`config.mk`:
```
export PLATFORM = sky130hd
export DESIGN_NAME = vrc_bank_mapper_with_irq_core
export DESIGN_NICKNAME = d
export VERILOG_FILES = /design/src/design/vrc_pkg.sv /design/src/design/vrc_irq_unit.sv /design/src/design/vrc_rsp_queue.sv /design/src/design/vrc_bank_mapper_with_irq_core.sv
export SDC_FILE = /design/constraint.sdc
export NUM_CORES = 1
export LEC_CHECK = 0
export ABC_CLOCK_PERIOD_IN_PS = 5800
export BUFFER_PORTS_ARGS = -buffer_cell sky130_fd_sc_hd__buf_4
export CAP_MARGIN = 20
export CORE_MARGIN = 2
export CORE_UTILIZATION = 35
export CTS_CLUSTER_DIAMETER = 60
export DETAILED_ROUTE_END_ITERATION = 10
export MAX_ROUTING_LAYER = met4
export SYNTH_ARGS = -nofsm -noshare
export SYNTH_HDL_FRONTEND = slang
export SYNTH_HIERARCHICAL = 1
export SYNTH_SLANG_ARGS = --single-unit
```
`constraint.sdc`:
```
create_clock -name clock -period 5.8 [get_ports clock]
set_clock_uncertainty 0.1 [all_clocks]
set_input_delay 0.87 -clock clock [delete_from_list [all_inputs] [get_ports clock]]
set_output_delay 0.87 -clock clock [all_outputs]
set_load 0.01 [all_outputs]
```
`src/design/vrc_pkg.sv`:
```
// vrc_pkg: shared types, codes and the address line remap for the bank mapper
// used by vrc_irq_unit, vrc_rsp_queue and vrc_bank_mapper_with_irq_core
// no dependencies
package vrc_pkg;

   localparam int CHR_SLOTS = 8;

   // request command codes
   localparam logic CMD_WRITE = 1'b0;
   localparam logic CMD_TICK  = 1'b1;

   // configuration register indexes
   localparam logic REG_BOARD_VARIANT = 1'b0;
   localparam logic REG_LAST_PRG_BANK = 1'b1;

   // result target codes
   localparam logic [1:0] TGT_NONE   = 2'd0;
   localparam logic [1:0] TGT_PRG    = 2'd1;
   localparam logic [1:0] TGT_CHR    = 2'd2;
   localparam logic [1:0] TGT_MIRROR = 2'd3;

   // board variants
   localparam logic [3:0] BV_VRC2A  = 4'd0;
   localparam logic [3:0] BV_VRC2B  = 4'd1;
   localparam logic [3:0] BV_VRC2C  = 4'd2;
   localparam logic [3:0] BV_VRC4A  = 4'd3;
   localparam logic [3:0] BV_VRC4B  = 4'd4;
   localparam logic [3:0] BV_VRC4C  = 4'd5;
   localparam logic [3:0] BV_VRC4D  = 4'd6;
   localparam logic [3:0] BV_VRC4E  = 4'd7;
   localparam logic [3:0] BV_VRC4F  = 4'd8;
   localparam logic [3:0] BV_LEG23  = 4'd9;
   localparam logic [3:0] BV_LEG25  = 4'd10;
   localparam logic [3:0] BV_LEG21  = 4'd11;

   // address regions after remap (address bits 15:12)
   localparam logic [3:0] RGN_PRG0   = 4'h8;
   localparam logic [3:0] RGN_MODE   = 4'h9;
   localparam logic [3:0] RGN_PRG1   = 4'hA;
   localparam logic [3:0] RGN_CHR0   = 4'hB;
   localparam logic [3:0] RGN_CHR1   = 4'hC;
   localparam logic [3:0] RGN_CHR2   = 4'hD;
   localparam logic [3:0] RGN_CHR3   = 4'hE;
   localparam logic [3:0] RGN_IRQ    = 4'hF;

   // register select within the irq region
   localparam logic [1:0] IRQ_LATCH_LO = 2'd0;
   localparam logic [1:0] IRQ_LATCH_HI = 2'd1;
   localparam logic [1:0] IRQ_CTRL     = 2'd2;
   localparam logic [1:0] IRQ_ACK      = 2'd3;

   typedef struct packed {
      logic        command;
      logic [15:0] address;
      logic [7:0]  data;
   } req_type;

   typedef struct packed {
      logic [1:0] target;
      logic [2:0] window;
      logic [8:0] bank;
      logic       irq_line;
      logic       last;
   } rsp_type;

   typedef struct packed {
      logic       tick;
      logic       latch_lo;
      logic       latch_hi;
      logic       ctrl;
      logic       ack;
      logic [7:0] data;
   } irq_ctl_type;

   function automatic logic [1:0] remap_precise(input logic [7:0] a, input logic [7:0] p0,
                                                input logic [7:0] p1, input logic [7:0] p2);
      logic [1:0] r;
      if ((a & p0) == p0) r = 2'd3;
      else if ((a & p1) == p1) r = 2'd2;
      else if ((a & p2) == p2) r = 2'd1;
      else r = 2'd0;
      return r;
   endfunction

   function automatic logic [1:0] remap_legacy(input logic [7:0] a, input logic [7:0] p0a,
                                               input logic [7:0] p0b, input logic [7:0] p1,
                                               input logic [7:0] p2);
      logic [1:0] r;
      if (((a & p0a) == p0a) || ((a & p0b) == p0b)) r = 2'd3;
      else if ((a & p1) != 8'h00) r = 2'd2;
      else if ((a & p2) != 8'h00) r = 2'd1;
      else r = 2'd0;
      return r;
   endfunction

   // register select bits from the board's address line wiring
   function automatic logic [1:0] remap_lo(input logic [3:0] variant, input logic [7:0] a);
      logic [1:0] r;
      case (variant)
         BV_VRC2A, BV_VRC2C, BV_VRC4B: r = remap_precise(a, 8'h03, 8'h01, 8'h02);
         BV_VRC2B, BV_VRC4F:           r = remap_precise(a, 8'h03, 8'h02, 8'h01);
         BV_VRC4A:                     r = remap_precise(a, 8'h06, 8'h04, 8'h02);
         BV_VRC4C:                     r = remap_precise(a, 8'hC0, 8'h80, 8'h40);
         BV_VRC4D:                     r = remap_precise(a, 8'h0C, 8'h04, 8'h08);
         BV_VRC4E:                     r = remap_precise(a, 8'h0C, 8'h08, 8'h04);
         BV_LEG23:                     r = remap_legacy(a, 8'h0C, 8'h03, 8'h0A, 8'h05);
         BV_LEG25:                     r = remap_legacy(a, 8'h0C, 8'h03, 8'h05, 8'h0A);
         default:                      r = remap_legacy(a, 8'h06, 8'hC0, 8'h84, 8'h42);
      endcase
      return r;
   endfunction

endpackage

```
`src/design/vrc_irq_unit.sv`:
```
// vrc_irq_unit: irq latch, 8-bit up counter, cycle prescaler and irq line
// depends on vrc_pkg
module vrc_irq_unit #(
   parameter int PRESCALE_PERIOD = 341
) (
   input  logic                 clock,
   input  logic                 reset,
   input  vrc_pkg::irq_ctl_type ctl,
   input  logic                 is_vrc2,
   output logic                 line_in
);
   import vrc_pkg::*;

   localparam int PW = $clog2(PRESCALE_PERIOD + 1) + 1;
   localparam logic signed [PW+1:0] PERIOD_X = (PW+2)'(PRESCALE_PERIOD);
   localparam logic signed [PW+1:0] STEP     = (PW+2)'(3);
   localparam logic signed [PW+1:0] FLOOR    = (PW+2)'(-2);

   logic [7:0]           latch_ff, latch_in;
   logic [7:0]           cnt_ff, cnt_in;
   logic signed [PW-1:0] pre_ff, pre_in;
   logic                 reload_ff, reload_in;
   logic                 enable_ff, enable_in;
   logic                 cycle_ff, cycle_in;
   logic                 ack_ff, ack_in;
   logic                 line_ff;

   logic signed [PW+1:0] pre_x, pre_adj, pre_nxt;
   logic                 clk_en;

   always_comb begin
      latch_in  = latch_ff;
      cnt_in    = cnt_ff;
      pre_in    = pre_ff;
      reload_in = reload_ff;
      enable_in = enable_ff;
      cycle_in  = cycle_ff;
      ack_in    = ack_ff;
      line_in   = line_ff;
      clk_en    = 1'b0;
      pre_x     = (PW+2)'(pre_ff);
      pre_adj   = (pre_x <= 0) ? pre_x + PERIOD_X : pre_x;
      pre_nxt   = pre_adj - STEP;
      // below -2 only happens for tiny periods, where any non-positive value acts the same
      if (pre_nxt < FLOOR) pre_nxt = FLOOR;

      if (ctl.tick && !is_vrc2) begin
         if (ack_ff) begin
            line_in = 1'b0;
            ack_in  = 1'b0;
         end
         clk_en = cycle_ff || (pre_x <= 0);
         pre_in = pre_nxt[PW-1:0];
         if (enable_ff && clk_en) begin
            if (cnt_ff == 8'hFF) begin
               line_in = 1'b1;
               cnt_in  = latch_ff;
            end else begin
               cnt_in = cnt_ff + 8'd1;
            end
         end
      end
      if (ctl.latch_lo) latch_in = {latch_ff[7:4], ctl.data[3:0]};
      if (ctl.latch_hi) latch_in = {ctl.data[3:0], latch_ff[3:0]};
      if (ctl.ctrl) begin
         reload_in = ctl.data[0];
         enable_in = ctl.data[1];
         cycle_in  = ctl.data[2];
         ack_in    = 1'b1;
         if (ctl.data[1]) begin
            cnt_in = latch_ff;
            pre_in = PW'(PRESCALE_PERIOD);
         end
      end
      if (ctl.ack) begin
         ack_in    = 1'b1;
         enable_in = reload_ff;
      end
   end

   always_ff @(posedge clock) begin
      if (reset) begin
         latch_ff  <= '0;
         cnt_ff    <= '0;
         pre_ff    <= PW'(PRESCALE_PERIOD);
         reload_ff <= 1'b0;
         enable_ff <= 1'b0;
         cycle_ff  <= 1'b0;
         ack_ff    <= 1'b0;
         line_ff   <= 1'b0;
      end else begin
         latch_ff  <= latch_in;
         cnt_ff    <= cnt_in;
         pre_ff    <= pre_in;
         reload_ff <= reload_in;
         enable_ff <= enable_in;
         cycle_ff  <= cycle_in;
         ack_ff    <= ack_in;
         line_ff   <= line_in;
      end
   end

endmodule

```
`src/design/vrc_rsp_queue.sv`:
```
// vrc_rsp_queue: two-entry result buffer, takes one or two result words per request
// depends on vrc_pkg
module vrc_rsp_queue (
   input  logic             clock,
   input  logic             reset,
   input  logic             load,
   input  vrc_pkg::rsp_type first,
   input  vrc_pkg::rsp_type second,
   input  logic             two,
   output logic             busy,
   output logic             rsp_valid,
   output vrc_pkg::rsp_type rsp_word,
   input  logic             rsp_stall
);
   import vrc_pkg::*;

   logic    v0_ff, v0_in, v1_ff, v1_in;
   rsp_type d0_ff, d0_in, d1_ff, d1_in;
   logic    pop;

   assign pop       = v0_ff && !rsp_stall;
   // not busy when no second word waits and the head word is absent or leaves this cycle
   assign busy      = v1_ff || (v0_ff && rsp_stall);
   assign rsp_valid = v0_ff;
   assign rsp_word  = d0_ff;

   always_comb begin
      v0_in = v0_ff;
      v1_in = v1_ff;
      d0_in = d0_ff;
      d1_in = d1_ff;
      if (load) begin
         v0_in = 1'b1;
         d0_in = first;
         v1_in = two;
         d1_in = second;
      end else if (pop) begin
         v0_in = v1_ff;
         d0_in = d1_ff;
         v1_in = 1'b0;
      end
   end

   always_ff @(posedge clock) begin
      if (reset) begin
         v0_ff <= 1'b0;
         v1_ff <= 1'b0;
      end else begin
         v0_ff <= v0_in;
         v1_ff <= v1_in;
      end
   end

   always_ff @(posedge clock) begin
      d0_ff <= d0_in;
      d1_ff <= d1_in;
   end

endmodule

```
`src/design/vrc_bank_mapper_with_irq_core.sv`:
```
// vrc_bank_mapper_with_irq_core: bank mapper top level, address decode and bank registers
// depends on vrc_pkg, vrc_irq_unit, vrc_rsp_queue
//
//   channel   direction  handshake              payload
//   req_      in         req_valid / req_stall  req_word  (command, address, data)
//   rsp_      out        rsp_valid / rsp_stall  rsp_word  (target, window, bank, irq_line, last)
//   csr_      in         csr_valid / csr_ready  csr_index, csr_data
//
// one request word is taken per clock while req_stall is low; its results are ready in the
// output buffer the cycle after. a PRG bank write, or a swap mode write on a non-VRC2 board, gives
// two result words, so req_stall stays high while the second word waits in the buffer.
// reset is synchronous and restores all bank, irq and configuration state at once.
// rsp_stall holds back new requests whenever a result word waits in the output buffer.
module vrc_bank_mapper_with_irq_core #(
   parameter int PRESCALE_PERIOD = 341
) (
   input  logic             clock,
   input  logic             reset,
   input  logic             req_valid,
   output logic             req_stall,
   input  vrc_pkg::req_type req_word,
   output logic             rsp_valid,
   input  logic             rsp_stall,
   output vrc_pkg::rsp_type rsp_word,
   input  logic             csr_valid,
   output logic             csr_ready,
   input  logic             csr_index,
   input  logic [7:0]       csr_data
);
   import vrc_pkg::*;

   logic [3:0] variant_ff, variant_in;
   logic [7:0] last_prg_ff, last_prg_in;
   logic [4:0] prg_first_ff, prg_first_in;
   logic       swap_ff, swap_in;
   logic [8:0] chr_ff [CHR_SLOTS];
   logic [8:0] chr_in [CHR_SLOTS];

   logic        accept;
   logic        is_vrc2;
   logic [3:0]  hi;
   logic [1:0]  lo;
   logic [3:0]  chr_sub;
   logic [2:0]  slot;
   logic [8:0]  chr_new;
   logic [7:0]  fixed_bank;
   logic        emit_prg;
   logic        line_in;
   irq_ctl_type ctl;
   rsp_type     first, second;
   logic        two;

   assign accept    = req_valid && !req_stall;
   assign csr_ready = 1'b1;
   assign is_vrc2   = variant_ff <= BV_VRC2C;
   assign hi        = req_word.address[15:12];
   assign lo        = remap_lo(variant_ff, req_word.address[7:0]);
   assign chr_sub   = hi - RGN_CHR0;
   assign slot      = {chr_sub[1:0], lo[1]};
   assign fixed_bank = last_prg_ff - 8'd1;

   always_comb begin
      variant_in   = variant_ff;
      last_prg_in  = last_prg_ff;
      if (csr_valid && csr_ready) begin
         case (csr_index)
            REG_BOARD_VARIANT: variant_in  = csr_data[3:0];
            REG_LAST_PRG_BANK: last_prg_in = csr_data;
            default: ;
         endcase
      end
   end

   always_comb begin
      prg_first_in = prg_first_ff;
      swap_in      = swap_ff;
      chr_in       = chr_ff;
      ctl          = '0;
      ctl.data     = req_word.data;
      first        = '0;
      second       = '0;
      two          = 1'b0;
      emit_prg     = 1'b0;
      chr_new      = chr_ff[slot];
      if (lo[0]) chr_new = {req_word.data[4:0], chr_ff[slot][3:0]};
      else chr_new = {chr_ff[slot][8:4], req_word.data[3:0]};

      if (accept) begin
         if (req_word.command == CMD_TICK) begin
            ctl.tick = 1'b1;
         end else if (req_word.address[15]) begin
            case (hi)
               RGN_PRG0: begin
                  prg_first_in = req_word.data[4:0];
                  emit_prg     = 1'b1;
               end
               RGN_MODE: begin
                  if (lo[1] && !is_vrc2) begin
                     swap_in  = req_word.data[1];
                     emit_prg = 1'b1;
                  end else begin
                     first.target = TGT_MIRROR;
                     first.bank   = {7'd0, req_word.data[1] & !is_vrc2, req_word.data[0]};
                  end
               end
               RGN_PRG1: begin
                  first.target = TGT_PRG;
                  first.window = 3'd1;
                  first.bank   = {4'd0, req_word.data[4:0]};
               end
               RGN_CHR0, RGN_CHR1, RGN_CHR2, RGN_CHR3: begin
                  chr_in[slot] = chr_new;
                  first.target = TGT_CHR;
                  first.window = slot;
                  first.bank   = (variant_ff == BV_VRC2A) ? {1'b0, chr_new[8:1]} : chr_new;
               end
               RGN_IRQ: begin
                  case (lo)
                     IRQ_LATCH_LO: ctl.latch_lo = 1'b1;
                     IRQ_LATCH_HI: ctl.latch_hi = 1'b1;
                     IRQ_CTRL:     ctl.ctrl     = 1'b1;
                     IRQ_ACK:      ctl.ack      = 1'b1;
                     default: ;
                  endcase
               end
               default: ;
            endcase
         end
      end

      // windows 0 and 2 swap between the selected bank and the second-to-last bank
      if (emit_prg) begin
         two           = 1'b1;
         first.target  = TGT_PRG;
         first.window  = 3'd0;
         second.target = TGT_PRG;
         second.window = 3'd2;
         if (swap_in) begin
            first.bank  = {1'b0, fixed_bank};
            second.bank = {4'd0, prg_first_in};
         end else begin
            first.bank  = {4'd0, prg_first_in};
            second.bank = {1'b0, fixed_bank};
         end
      end
      first.irq_line  = line_in;
      second.irq_line = line_in;
      first.last      = !two;
      second.last     = 1'b1;
   end

   always_ff @(posedge clock) begin
      if (reset) begin
         variant_ff   <= BV_LEG21;
         last_prg_ff  <= 8'd31;
         prg_first_ff <= '0;
         swap_ff      <= 1'b0;
         for (int i = 0; i < CHR_SLOTS; i++) begin
            chr_ff[i] <= '0;
         end
      end else begin
         variant_ff   <= variant_in;
         last_prg_ff  <= last_prg_in;
         prg_first_ff <= prg_first_in;
         swap_ff      <= swap_in;
         chr_ff       <= chr_in;
      end
   end

   vrc_irq_unit #(
      .PRESCALE_PERIOD(PRESCALE_PERIOD)
   ) u_irq (
      .clock   (clock),
      .reset   (reset),
      .ctl     (ctl),
      .is_vrc2 (is_vrc2),
      .line_in (line_in)
   );

   vrc_rsp_queue u_queue (
      .clock     (clock),
      .reset     (reset),
      .load      (accept),
      .first     (first),
      .second    (second),
      .two       (two),
      .busy      (req_stall),
      .rsp_valid (rsp_valid),
      .rsp_word  (rsp_word),
      .rsp_stall (rsp_stall)
   );

endmodule

```
After elaboration in Yosys (flattened, before gate mapping)
Index checks and enable logic that the tools add are counted.
Storage, ports and cells
  output and inout port bits: 19
  flip-flop bits (word level): 154
  word-level logic and storage cells: 204
Cells by class
  reductions and logical operators: 32
  mux-type cells: 97
  bitwise operators: 6
  add/subtract/negate cells: 5
  order comparisons: 5
  equal/unequal tests: 26
Operator list (number)
  bitwise mux 72 bit: 1
  2-to-1 mux 8 bit: 8
  2-to-1 mux 9 bit: 5
  == test 4 bit (second input constant): 11
  2-to-1 mux 14 bit: 3
  2-to-1 mux 10 bit: 4
  2-to-1 mux 2 bit: 20
  2-to-1 mux 1 bit: 36
  2-to-1 mux 16 bit: 2
  nonzero test 8 bit: 4
  binary-select mux 9 bit (select 3 bit): 1
  demux 9 bit (select 3 bit): 1
  case mux 9 bit (3 select lines): 1
  2-to-1 mux 5 bit: 5
  == test 4 x 3 -> 1 bit (second input constant): 4
  2-to-1 mux 4 bit: 4
  case mux 2 bit (8 select lines): 1
  2-to-1 mux 13 bit: 1
  == test 2 bit (second input constant): 6
  less-than comparator 12 x 2 -> 1 bit (second input constant): 1
  2-to-1 mux 12 bit: 1
  subtractor 12 x 3 -> 12 bit (second input constant): 1
  adder 10 x 10 -> 11 bit (second input constant): 1
  less-or-equal comparator 10 x 1 -> 1 bit (second input constant): 1
  other kinds (28): 48

Longest topological paths before layout
Gate-level depths: netlist of run 1.
  depth in word-level cells: 16
  gate-level depth with buffers: 14
  mapped depth without buffers: 12

Cells and area by module
Netlist of run 1, hierarchy kept.
Modules (own cells, without submodules)
  vrc_bank_mapper_with_irq_core: area each 5763.0 um^2, times used 1, seq. area each 1801.7 um^2, cells each 752
  vrc_irq_unit: area each 2130.8 um^2, times used 1, seq. area each 620.6 um^2, cells each 265
  vrc_rsp_queue: area each 1287.5 um^2, times used 1, seq. area each 1001.0 um^2, cells each 61

Least setup slack after synthesis of run 1
Ideal clock, no wire load.
  kind: input to register
  start point: input port rsp_stall
  end point: register u_irq.cnt_ff[7]
  cell stages on the path: 11
  data required time: 5.572 ns
  setup time: 0.128 ns
  setup slack: 2.225 ns
  path buffers: 1
  arrival: 3.347 ns
  path through: a21o_1 nor2b_1 and2_1 nor2b_1 clkbuf_1 o211a_1 nand3_1 o21ai_0 o31ai_1 a22oi_1 nor2_1
RTL lines
  from (decl): RTL line vrc_bank_mapper_with_irq_core.sv:23  | input logic rsp_stall,
  to (signal assigned): RTL line vrc_irq_unit.sv:93  | cnt_ff <= cnt_in;
  to (decl): RTL line vrc_irq_unit.sv:20  | logic [7:0] cnt_ff, cnt_in;

==> results of run 1 <==
## stage by stage
stage                     hold slack, ns  instances  utilization, %  area, sq um
final                             0.3515       1448           39.85        10320
after global routing              0.3655       1448           39.85        10320
after CTS                         0.3525       1448           39.85        10320
after detailed placement          0.3432       1416           37.64         9752
after global placement            0.3370       1416           37.64         9752
after floorplan                   0.3284       1082               -         9196
## cells by family after synthesis
| family | synth area share, % |
|---|---|
| simple gates | 23.43 |
| compound gates | 21.83 |
| flops | 37.29 |
| buf+inv | 4.729 |
| mux | 9.008 |
| xor+xnor | 2.003 |
| fa+ha+maj | 1.635 |
| other cells | 0.08180 |
## placed cells by master, fill, tap and decap left out, types with 14 or more instances in the layout
| cell | n |
|---|---|
| o211ai_1 | 18 |
| nor2_1 | 87 |
| mux2_2 | 17 |
| o21ai_0 | 40 |
| and3_1 | 16 |
| a21oi_1 | 97 |
| nand2b_1 | 14 |
| inv_1 | 22 |
| nor3_1 | 32 |
| nand2_1 | 174 |
| clkbuf_16 | 17 |
| buf_4 | 62 |
| edfxtp_1 | 32 |
| a211oi_1 | 15 |
| mux2i_1 | 50 |
| nand3_1 | 33 |
| dfxtp_1 | 123 |
## final cells by class
cell class	instances	area share, %
clock inverters	14	1.394
inverters	26	0.9452
well taps	335	4.060
clock buffers	18	4.157
repair buffers	62	4.508
flip-flops and latches	155	33.16
multi-input cells	838	51.78
## synthesized netlist by cell type, drive strengths merged (4+ instances only)
| master | n |
|---|---|
| nand4 | 5 |
| a21oi | 97 |
| a221oi | 5 |
| or4 | 4 |
| clkbuf | 32 |
| a21o | 9 |
| o31ai | 6 |
| a211o | 10 |
| nand3b | 9 |
| nor3b | 4 |
| o21ai | 46 |
| a211oi | 16 |
| buf | 31 |
| o21a | 6 |
| inv | 24 |
| a41oi | 4 |
| o211ai | 19 |
| xor2 | 8 |
| nand3 | 42 |
| edfxtp | 32 |
| nand2b | 15 |
| a311oi | 4 |
| xnor2 | 13 |
| and3 | 16 |
| nor3 | 36 |
| nor2b | 9 |
| nor4 | 6 |
| or3 | 5 |
| dfxtp | 123 |
| a22oi | 7 |
| mux2i | 50 |
| and2 | 10 |
| nand2 | 175 |
| mux2 | 26 |
| ha | 12 |
| a32oi | 4 |
| a31oi | 17 |
| o21bai | 4 |
| nor2 | 88 |
| o22ai | 4 |
## state kept, by name, summed over array words and instances, names as in the netlist, 5 cells and up
name	cells
u_irq/latch_ff	8
u_queue/d1_ff	16
last_prg_ff	8
u_irq/pre_ff	10
u_queue/rsp_word	16
chr_ff	72
u_irq/cnt_ff	8
prg_first_ff	5
## power by group through the flow
stage | clock network, mW | registers [mW] | logic, mW
detailed placement | 0 | 1.19 | 0.458
finish | 1.10 | 1.17 | 0.466
floorplan | 0 | 1.18 | 0.320
CTS | 1.12 | 1.17 | 0.460
global placement | 0 | 1.19 | 0.456
global route | 1.16 | 1.17 | 0.499
## per-layer routing
metal  vias to the layer above  track usage [%]  wire length [um]
li1                       3961                -                 -
met1                      3883            25.89             12100
met3                        40            3.718              1499
met2                       243            29.44             12020
met5                         -                -                 0
met4                         0            6.163               528
## worst reg2reg max path: cells and delay by family (launching register included)
| family | cells | cell delay [ns] |
|---|---|---|
| compound gates | 4 | 1.22 |
| flops | 1 | 0.68 |
| mux | 2 | 1.08 |
| simple gates | 3 | 1.12 |
## path summary, 6_finish.rpt
path | endpoint | slack (ns) | cells after the start
setup / recovery | u_queue/rsp_word[6] | 1.36 | 9
hold / removal | chr_ff[6] | 0.35 | 2
setup reg to reg | u_queue/rsp_word[6] | 1.36 | 9
hold reg to reg | chr_ff[6] | 0.35 | 2
==> results_dict.tcl, run 1 <==
set metrics [dict create \
    htree_num_levels 4 \
    rsz0062_at_grt "false" \
    slew_headroom_pct 26.80 \
    cp_common_cell "o211ai_1" \
    critPathCaptureType "flip-flop" \
    fin_crit_sh_pct 76.53 \
    vdd_drop_max_mv 0.2097 \
    crit_family "compound AO/OA/AOI/OAI gates" \
    criticalPathCategory "flip-flop to flip-flop" \
    synth_top_area_share_pct 26.82 \
    syn2layout_area_growth_pct 12.46 \
    io_buffers 47 \
    hp-start "chr_ff[6]" \
    cts-root-buf "clkbuf_16" \
    synth-main-ff-cell "dfxtp_1" \
    ios 58 \
    fmax_mhz 225.3 \
    max-clock-path-buffers 2 \
    drtIter0Drc 836 \
    ys_ff_latch 155 \
    p_int_mw 1.933 \
    synthArstFlopShare_pct 0 \
    initial_core_util_pct 35.43 \
    arrival_ns 4.52 \
    clock-sinks 155 \
    hpwlAfterDp_mm 18.12 \
    gp_congestion 0.9042 \
    routedWlPerCell_um 18.06 \
    leakage_nw 3.800 \
    synth_warnings 6 \
    multi_input_area_sq_mm 0.005346 \
    cp_num_buf_inv 0 \
    nFillCells 2590 \
    holdCritPathClass "flip-flop to flip-flop" \
    drt-total-wl_mm 26.16 \
    crit_chain "or3b_1 -> nor2_2 -> a31oi_4 -> o21ai_1 -> mux2i_1 -> nand2_1 -> o211ai_1 -> o211ai_1 -> mux2_4" \
    grt_pass1_vias 7590 \
    fin_nets 1151 \
    r2r_start "variant_ff[3]" \
    p_sw_share_pct 29.32 \
    antenna_left 0 \
    status "finished, final reports clean" \
    path_clk_slew_ns 0.06 \
    hold_viol_final 0 \
    ctsHoldBuffers 0 \
    route.detailed.drc 0 \
    power_frac_clock_pct 40.3 \
    finalCriticalPeriod_ns 4.439 \
    layout-drive-gt1-share_pct 14.82 \
    die_w_um 166.0 \
    grt_pass1_wl_mm 41.64 \
    row_count 59 \
    die_area_sq_mm 0.02754 \
    viasPerCell 5.613 \
    power_frac_comb_pct 17.0 \
    cts-resized-gates 0 \
    vias 8127 \
    power_frac_seq_pct 42.7 \
    grt_util_all_layers_pct 19.31 \
    synth_cell_types 94 \
    switchingPower_uw 801.8 \
    layout_setup_ws_ns 1.361 \
    crit_slowest_cell "mux2i_1" \
    power_density_mw_per_mm2 264.8 \
    dr.pass1.iters 7 \
    antenna_cells 0 \
    setup_viol 0 \
    netlist_top_cells_area "dfxtp_1 27%, edfxtp_1 10%, nand2_1 7.1%, mux2i_1 5.5%, a21oi_1 5.3%" \
    numCtsBuffers 17 \
    setup_tns_ns 0 \
    netlist_area_sq_mm 0.009181 \
    core_sq_mm 0.02591 \
    die_y_um 166.0 \
    seqCellArea_sq_mm 0.003423 \
    insertion_delay_ns 0.43 \
    grt_antenna_before_repair 1 \
    synth-edff-count 32 \
    design_power_total_mw 2.734 \
    post_cts_buffers 0 \
    startpoint "variant_ff[3]" \
    cts_tree "done" \
    pre_cts_slack_ns 1.144 \
    grt_max_degree 67 \
    synth_largest_area_cell "dfxtp_1" \
    worstMarginPinSlew_ns 1.089 \
    yosysSeqAreaShare_pct 37.29 \
    max_cap_violations 0 \
    cp.required_ns 5.88 \
    worst-path-max-fanout 16 \
    globalRouteOverflowTotal 0 \
    cp_slowest_stage_delay_ns 0.81 \
    synthCells 1078 \
    critPathLaunchType "flip-flop" \
    synth.avg_cell_area_sq_um 8.517 \
    final-max-slew-violation-count 0 \
]
(Power assumes the default switching activity.)
==> inputs of run 2 (changes only) <==
ABC_CLOCK_PERIOD_IN_PS = 4350   (was 5800)
clock period = 4.35 ns   (was 5.8 ns; I/O delays follow)
==> results_dict.tcl, run 2 (synthesis gave the netlist of run 1 again) <==
set metrics [dict create \
    gp_congestion 0.8636 \
    final_cell_mix "174 x nand2_1, 123 x dfxtp_1, 97 x a21oi_1" \
    vdd_drop_max_mv 0.2624 \
    antenna_left 0 \
    worst-path-max-fanout 16 \
    rsz0062_at_grt "false" \
    setup_tns_ns 0 \
    nFillCells 2640 \
    criticalPathCategory "flip-flop to flip-flop" \
    syn2layout_area_growth_pct 14.00 \
    status "finished, final reports clean" \
    regToRegSetupSlack_ns 0.43 \
    htree_num_levels 4 \
    row_count 59 \
    route.detailed.drc 0 \
    path_clk_slew_ns 0.06 \
    seqCellArea_sq_mm 0.003423 \
    insertion_delay_ns 0.42 \
    holdCritPathClass "flip-flop to flip-flop" \
    max_cap_violations 0 \
    drt-total-wl_mm 26.41 \
    viasPerCell 5.577 \
    grt_util_all_layers_pct 19.49 \
    final_cell_area_sq_mm 0.01047 \
    globalRouteOverflowTotal 0 \
    leakage_nw 3.888 \
    cp.required_ns 4.43 \
    critPathLaunchType "flip-flop" \
    max-clock-path-buffers 2 \
    fin_crit_sh_pct 90.13 \
    clock-sinks 155 \
    worstMarginPinSlew_ns 1.015 \
    dr.pass1.iters 5 \
    finalCriticalPeriod_ns 3.920 \
    fin_nets 1171 \
    cts-root-buf "clkbuf_16" \
    power_density_mw_per_mm2 346.0 \
    regMostFlops "chr_ff" \
    die_y_um 166.0 \
    routedWlPerCell_um 18.00 \
    slew_headroom_pct 31.78 \
    grt_pass1_vias 7581 \
    layout-drive-gt1-share_pct 16.25 \
    ctsHoldBuffers 0 \
    arrival_ns 4.00 \
    cts-resized-gates 0 \
    place_area_sq_mm 0.009902 \
    fmax_mhz 255.1 \
    vias 8181 \
    multi_input_area_sq_mm 0.005346 \
    die_area_sq_mm 0.02754 \
    io_buffers 47 \
    setup_viol 0 \
    critPathCaptureType "flip-flop" \
    numCtsBuffers 17 \
    layout_commonest_cell "nand2_1" \
    hpwlAfterDp_mm 18.77 \
    largest_register_ffs 72 \
    post_cts_buffers 0 \
    grt_pass1_wl_mm 41.80 \
    grt_antenna_before_repair 2 \
    hold_viol_final 0 \
    final-max-slew-violation-count 0 \
    initial_core_util_pct 35.43 \
    cts_tree "done" \
    ios 58 \
    core_sq_mm 0.02591 \
    antenna_cells 0 \
    grt_max_degree 81 \
    drtIter0Drc 742 \
    die_w_um 166.0 \
]
==> run 2: changes by cell type in the layout (fill, tap and decap cells not counted), sizes merged <==
cell | previous run | this run
clkbuf | 18 | 22
buf | 62 | 82
bufinv | 2 | 1
inv | 28 | 25
clkinv | 10 | 9
==> run 2: path summary, 6_finish.rpt <==
path	startpoint	endpoint	cells after the start
max reg2reg	variant_ff[3]	u_queue/rsp_word[2]	9
max	variant_ff[3]	u_queue/rsp_word[2]	9
min	chr_ff[18]	chr_ff[18]	2
min reg2reg	chr_ff[18]	chr_ff[18]	2
==> run 2: where the power goes <==
part           switching [mW]  internal, mW  total (mW)
Combinational           0.404         0.237       0.641
Clock                   0.593         0.836        1.43
Sequential             0.0414          1.51        1.55
Total                    1.04          2.58        3.62
==> run 2: worst max-delay path, stage by stage (launching register included) <==
cell      delay, ns
dfxtp_1        0.66
or3b_1         0.22
o21ai_0        0.18
o31ai_2        0.82
nand2_1        0.38
a211oi_1       0.43
o31ai_4        0.20
a311oi_1       0.31
nand2_1        0.10
mux2_2         0.27
==> run 2: layout make-up <==
type	count	area share, %
Clock buffer	22	4.543
Timing Repair Buffer	82	5.882
Multi-Input combinational cell	838	51.08
Tap cell	335	4.005
Inverter	26	0.9325
Clock inverter	9	0.8488
Sequential cell	155	32.71
==> run 2: stage by stage <==
stage / instances / util (%) / total power, mW / setup slack [ns] / hold slack [ns]
detailed placement: 1436 / 38.22 / 2.217 / 0.2943 / 0.3453
global route: 1467 / 40.39 / 3.768 / 0.1147 / 0.3692
floorplan: 1082 / - / 1.995 / 0.9925 / 0.3284
global placement: 1436 / 38.22 / 2.211 / 0.2896 / 0.3375
CTS: 1467 / 40.39 / 3.646 / 0.4456 / 0.3552
finish: 1467 / 40.39 / 3.622 / 0.4295 / 0.3507
==> run 2: per-layer routing <==
layer / part of all wire (%) / vias up / track usage, %
met4: 2.2 / 0 / 6.011
met2: 46 / 239 / 30.22
li1: - / 3995 / -
met1: 45 / 3908 / 25.66
met5: 0 / - / -
met3: 5.9 / 39 / 3.932
==> inputs of run 3 (changes only) <==
CELL_PAD_IN_SITES_DETAIL_PLACEMENT = 0   (was unset)
CELL_PAD_IN_SITES_GLOBAL_PLACEMENT = 1   (was unset)
MAX_ROUTING_LAYER = unset   (was met4)
PLACE_DENSITY_LB_ADDON = 0.1   (was unset)
==> results_dict.tcl, run 3 (synthesis gave the netlist of run 1 again) <==
set metrics [dict create \
    seqCellArea_sq_mm 0.003423 \
    hpwlAfterDp_mm 20.60 \
    clock-sinks 155 \
    viasPerCell 5.466 \
    place_area_sq_mm 0.009932 \
    core_sq_mm 0.02591 \
    leakage_nw 3.921 \
    p_int_mw 2.527 \
    p_sw_share_pct 32.04 \
    insertion_delay_ns 0.45 \
    rsz0062_at_grt "false" \
    power_frac_seq_pct 41.7 \
    grt_max_degree 70 \
    dr.pass1.iters 5 \
    power_frac_comb_pct 17.7 \
    critPathLaunchType "flip-flop" \
    final_cell_area_sq_mm 0.01053 \
    antenna_left 0 \
    drt-total-wl_mm 28.67 \
    status "finished, final reports clean" \
    post_cts_buffers 0 \
    max_cap_violations 0 \
    hp-start "chr_ff[53]" \
    gp_congestion 0.8286 \
    row_count 59 \
    r2r_start "variant_ff[1]" \
    cp.required_ns 4.57 \
    cts-resized-gates 0 \
    ctsHoldBuffers 0 \
    vias 8051 \
    holdCritPathClass "flip-flop to flip-flop" \
    max-clock-path-buffers 2 \
    arrival_ns 3.92 \
    power_frac_clock_pct 40.7 \
    setup_viol 0 \
    critPathCaptureType "flip-flop" \
    switchingPower_mw 1.191 \
    vdd_drop_max_mv 0.2186 \
    criticalPathCategory "flip-flop to flip-flop" \
    drtIter0Drc 593 \
    grt_pass1_vias 7918 \
    setup_tns_ns 0 \
    cts_tree "done" \
    grt_pass1_wl_mm 45.44 \
    worst-path-max-fanout 13 \
    die_area_sq_mm 0.02754 \
    regMostFlops "chr_ff" \
    fin_nets 1175 \
    fmax_mhz 270.2 \
    path_clk_slew_ns 0.08 \
    cts-root-buf "clkbuf_16" \
    layout-drive-gt1-share_pct 16.89 \
    syn2layout_area_growth_pct 14.72 \
    numCtsBuffers 17 \
    die_y_um 166.0 \
    nFillCells 2670 \
    fin_crit_sh_pct 85.07 \
    grt_util_all_layers_pct 21.00 \
    slew_headroom_pct 34.82 \
    io_buffers 47 \
    hold_viol_final 0 \
    final_cell_mix "174 x nand2_1, 123 x dfxtp_1, 97 x a21oi_1" \
    largest_register_ffs 72 \
    layout_commonest_cell "nand2_1" \
    route.detailed.drc 0 \
    die_w_um 166.0 \
    initial_core_util_pct 35.43 \
    grt_antenna_before_repair 1 \
    ios 58 \
    routedWlPerCell_um 19.46 \
    finalCriticalPeriod_ns 3.700 \
    worstMarginPinSlew_ns 0.9697 \
    startpoint "variant_ff[1]" \
    htree_num_levels 4 \
    final_util_pct 40.65 \
    power_density_mw_per_mm2 353.1 \
    multi_input_area_sq_mm 0.005346 \
    final-max-slew-violation-count 0 \
    globalRouteOverflowTotal 0 \
]
==> run 3: cell count changes in the layout (fill, tap and decap cells not counted), sizes merged <==
cell / previous run / this run
inv: 25 / 31
buf: 82 / 86
clkbuf: 22 / 18
bufinv: 1 / 0
diode: 0 / 1
==> run 3: critical path, stage by stage, from the launching register on <==
cell and delay (ns):
dfxtp_1 0.58, buf_4 0.25, nor2b_1 0.06, a32oi_1 0.30, nand2_1 0.33, buf_4 0.30
nor2_1 0.15, buf_4 0.19, nor3_1 0.07, and2_1 0.23, nor2_1 0.58, o41ai_1 0.17
a31oi_1 0.17, nand3_1 0.09
==> run 3: cell type report <==
| cell class | instances | area share, % |
|---|---|---|
| clock buffer | 18 | 4.086 |
| clock inverter | 14 | 1.592 |
| antenna | 1 | 0.02376 |
| tap | 335 | 3.980 |
| timing repair buffer | 86 | 6.130 |
| multi-input combinational | 838 | 50.76 |
| sequential | 155 | 32.50 |
| inverter | 26 | 0.9266 |
==> run 3: power groups by stage <==
stage               clock, mW  sequential (mW)  combinational (mW)
global route             1.61             1.56               0.714
CTS                      1.55             1.55               0.661
floorplan                   0             1.57               0.427
detailed placement          0             1.58               0.658
global placement            0             1.58               0.661
finish                   1.51             1.55               0.657
==> run 3: final timing paths <==
| kind | slack [ns] | to | cells after the start |
|---|---|---|---|
| max | 0.65 | u_irq/pre_ff[0] | 13 |
| min | 0.35 | chr_ff[53] | 2 |
| max reg2reg | 0.65 | u_irq/pre_ff[0] | 13 |
| min reg2reg | 0.35 | chr_ff[53] | 2 |
==> run 3: layer usage <==
layer  global-route usage [%]  vias to the layer above  routed length, um
li1                         -                     4005                  -
met1                    28.58                     3834              13550
met2                    33.65                      174              13220
met3                    3.622                       38               1284
met4                    7.372                        0                614
met5                        0                        -                  0
==> run 3: through the flow <==
step	cells	setup slack, ns	hold slack, ns	power (mW)
5_1_grt	1472	0.2318	0.3633	3.874
2_1_floorplan	1082	0.9925	0.3284	1.995
3_3_place_gp	1440	0.4555	0.3368	2.243
6_report	1473	0.6496	0.3533	3.719
4_1_cts	1472	0.6369	0.3409	3.758
3_5_place_dp	1440	0.4315	0.3436	2.241
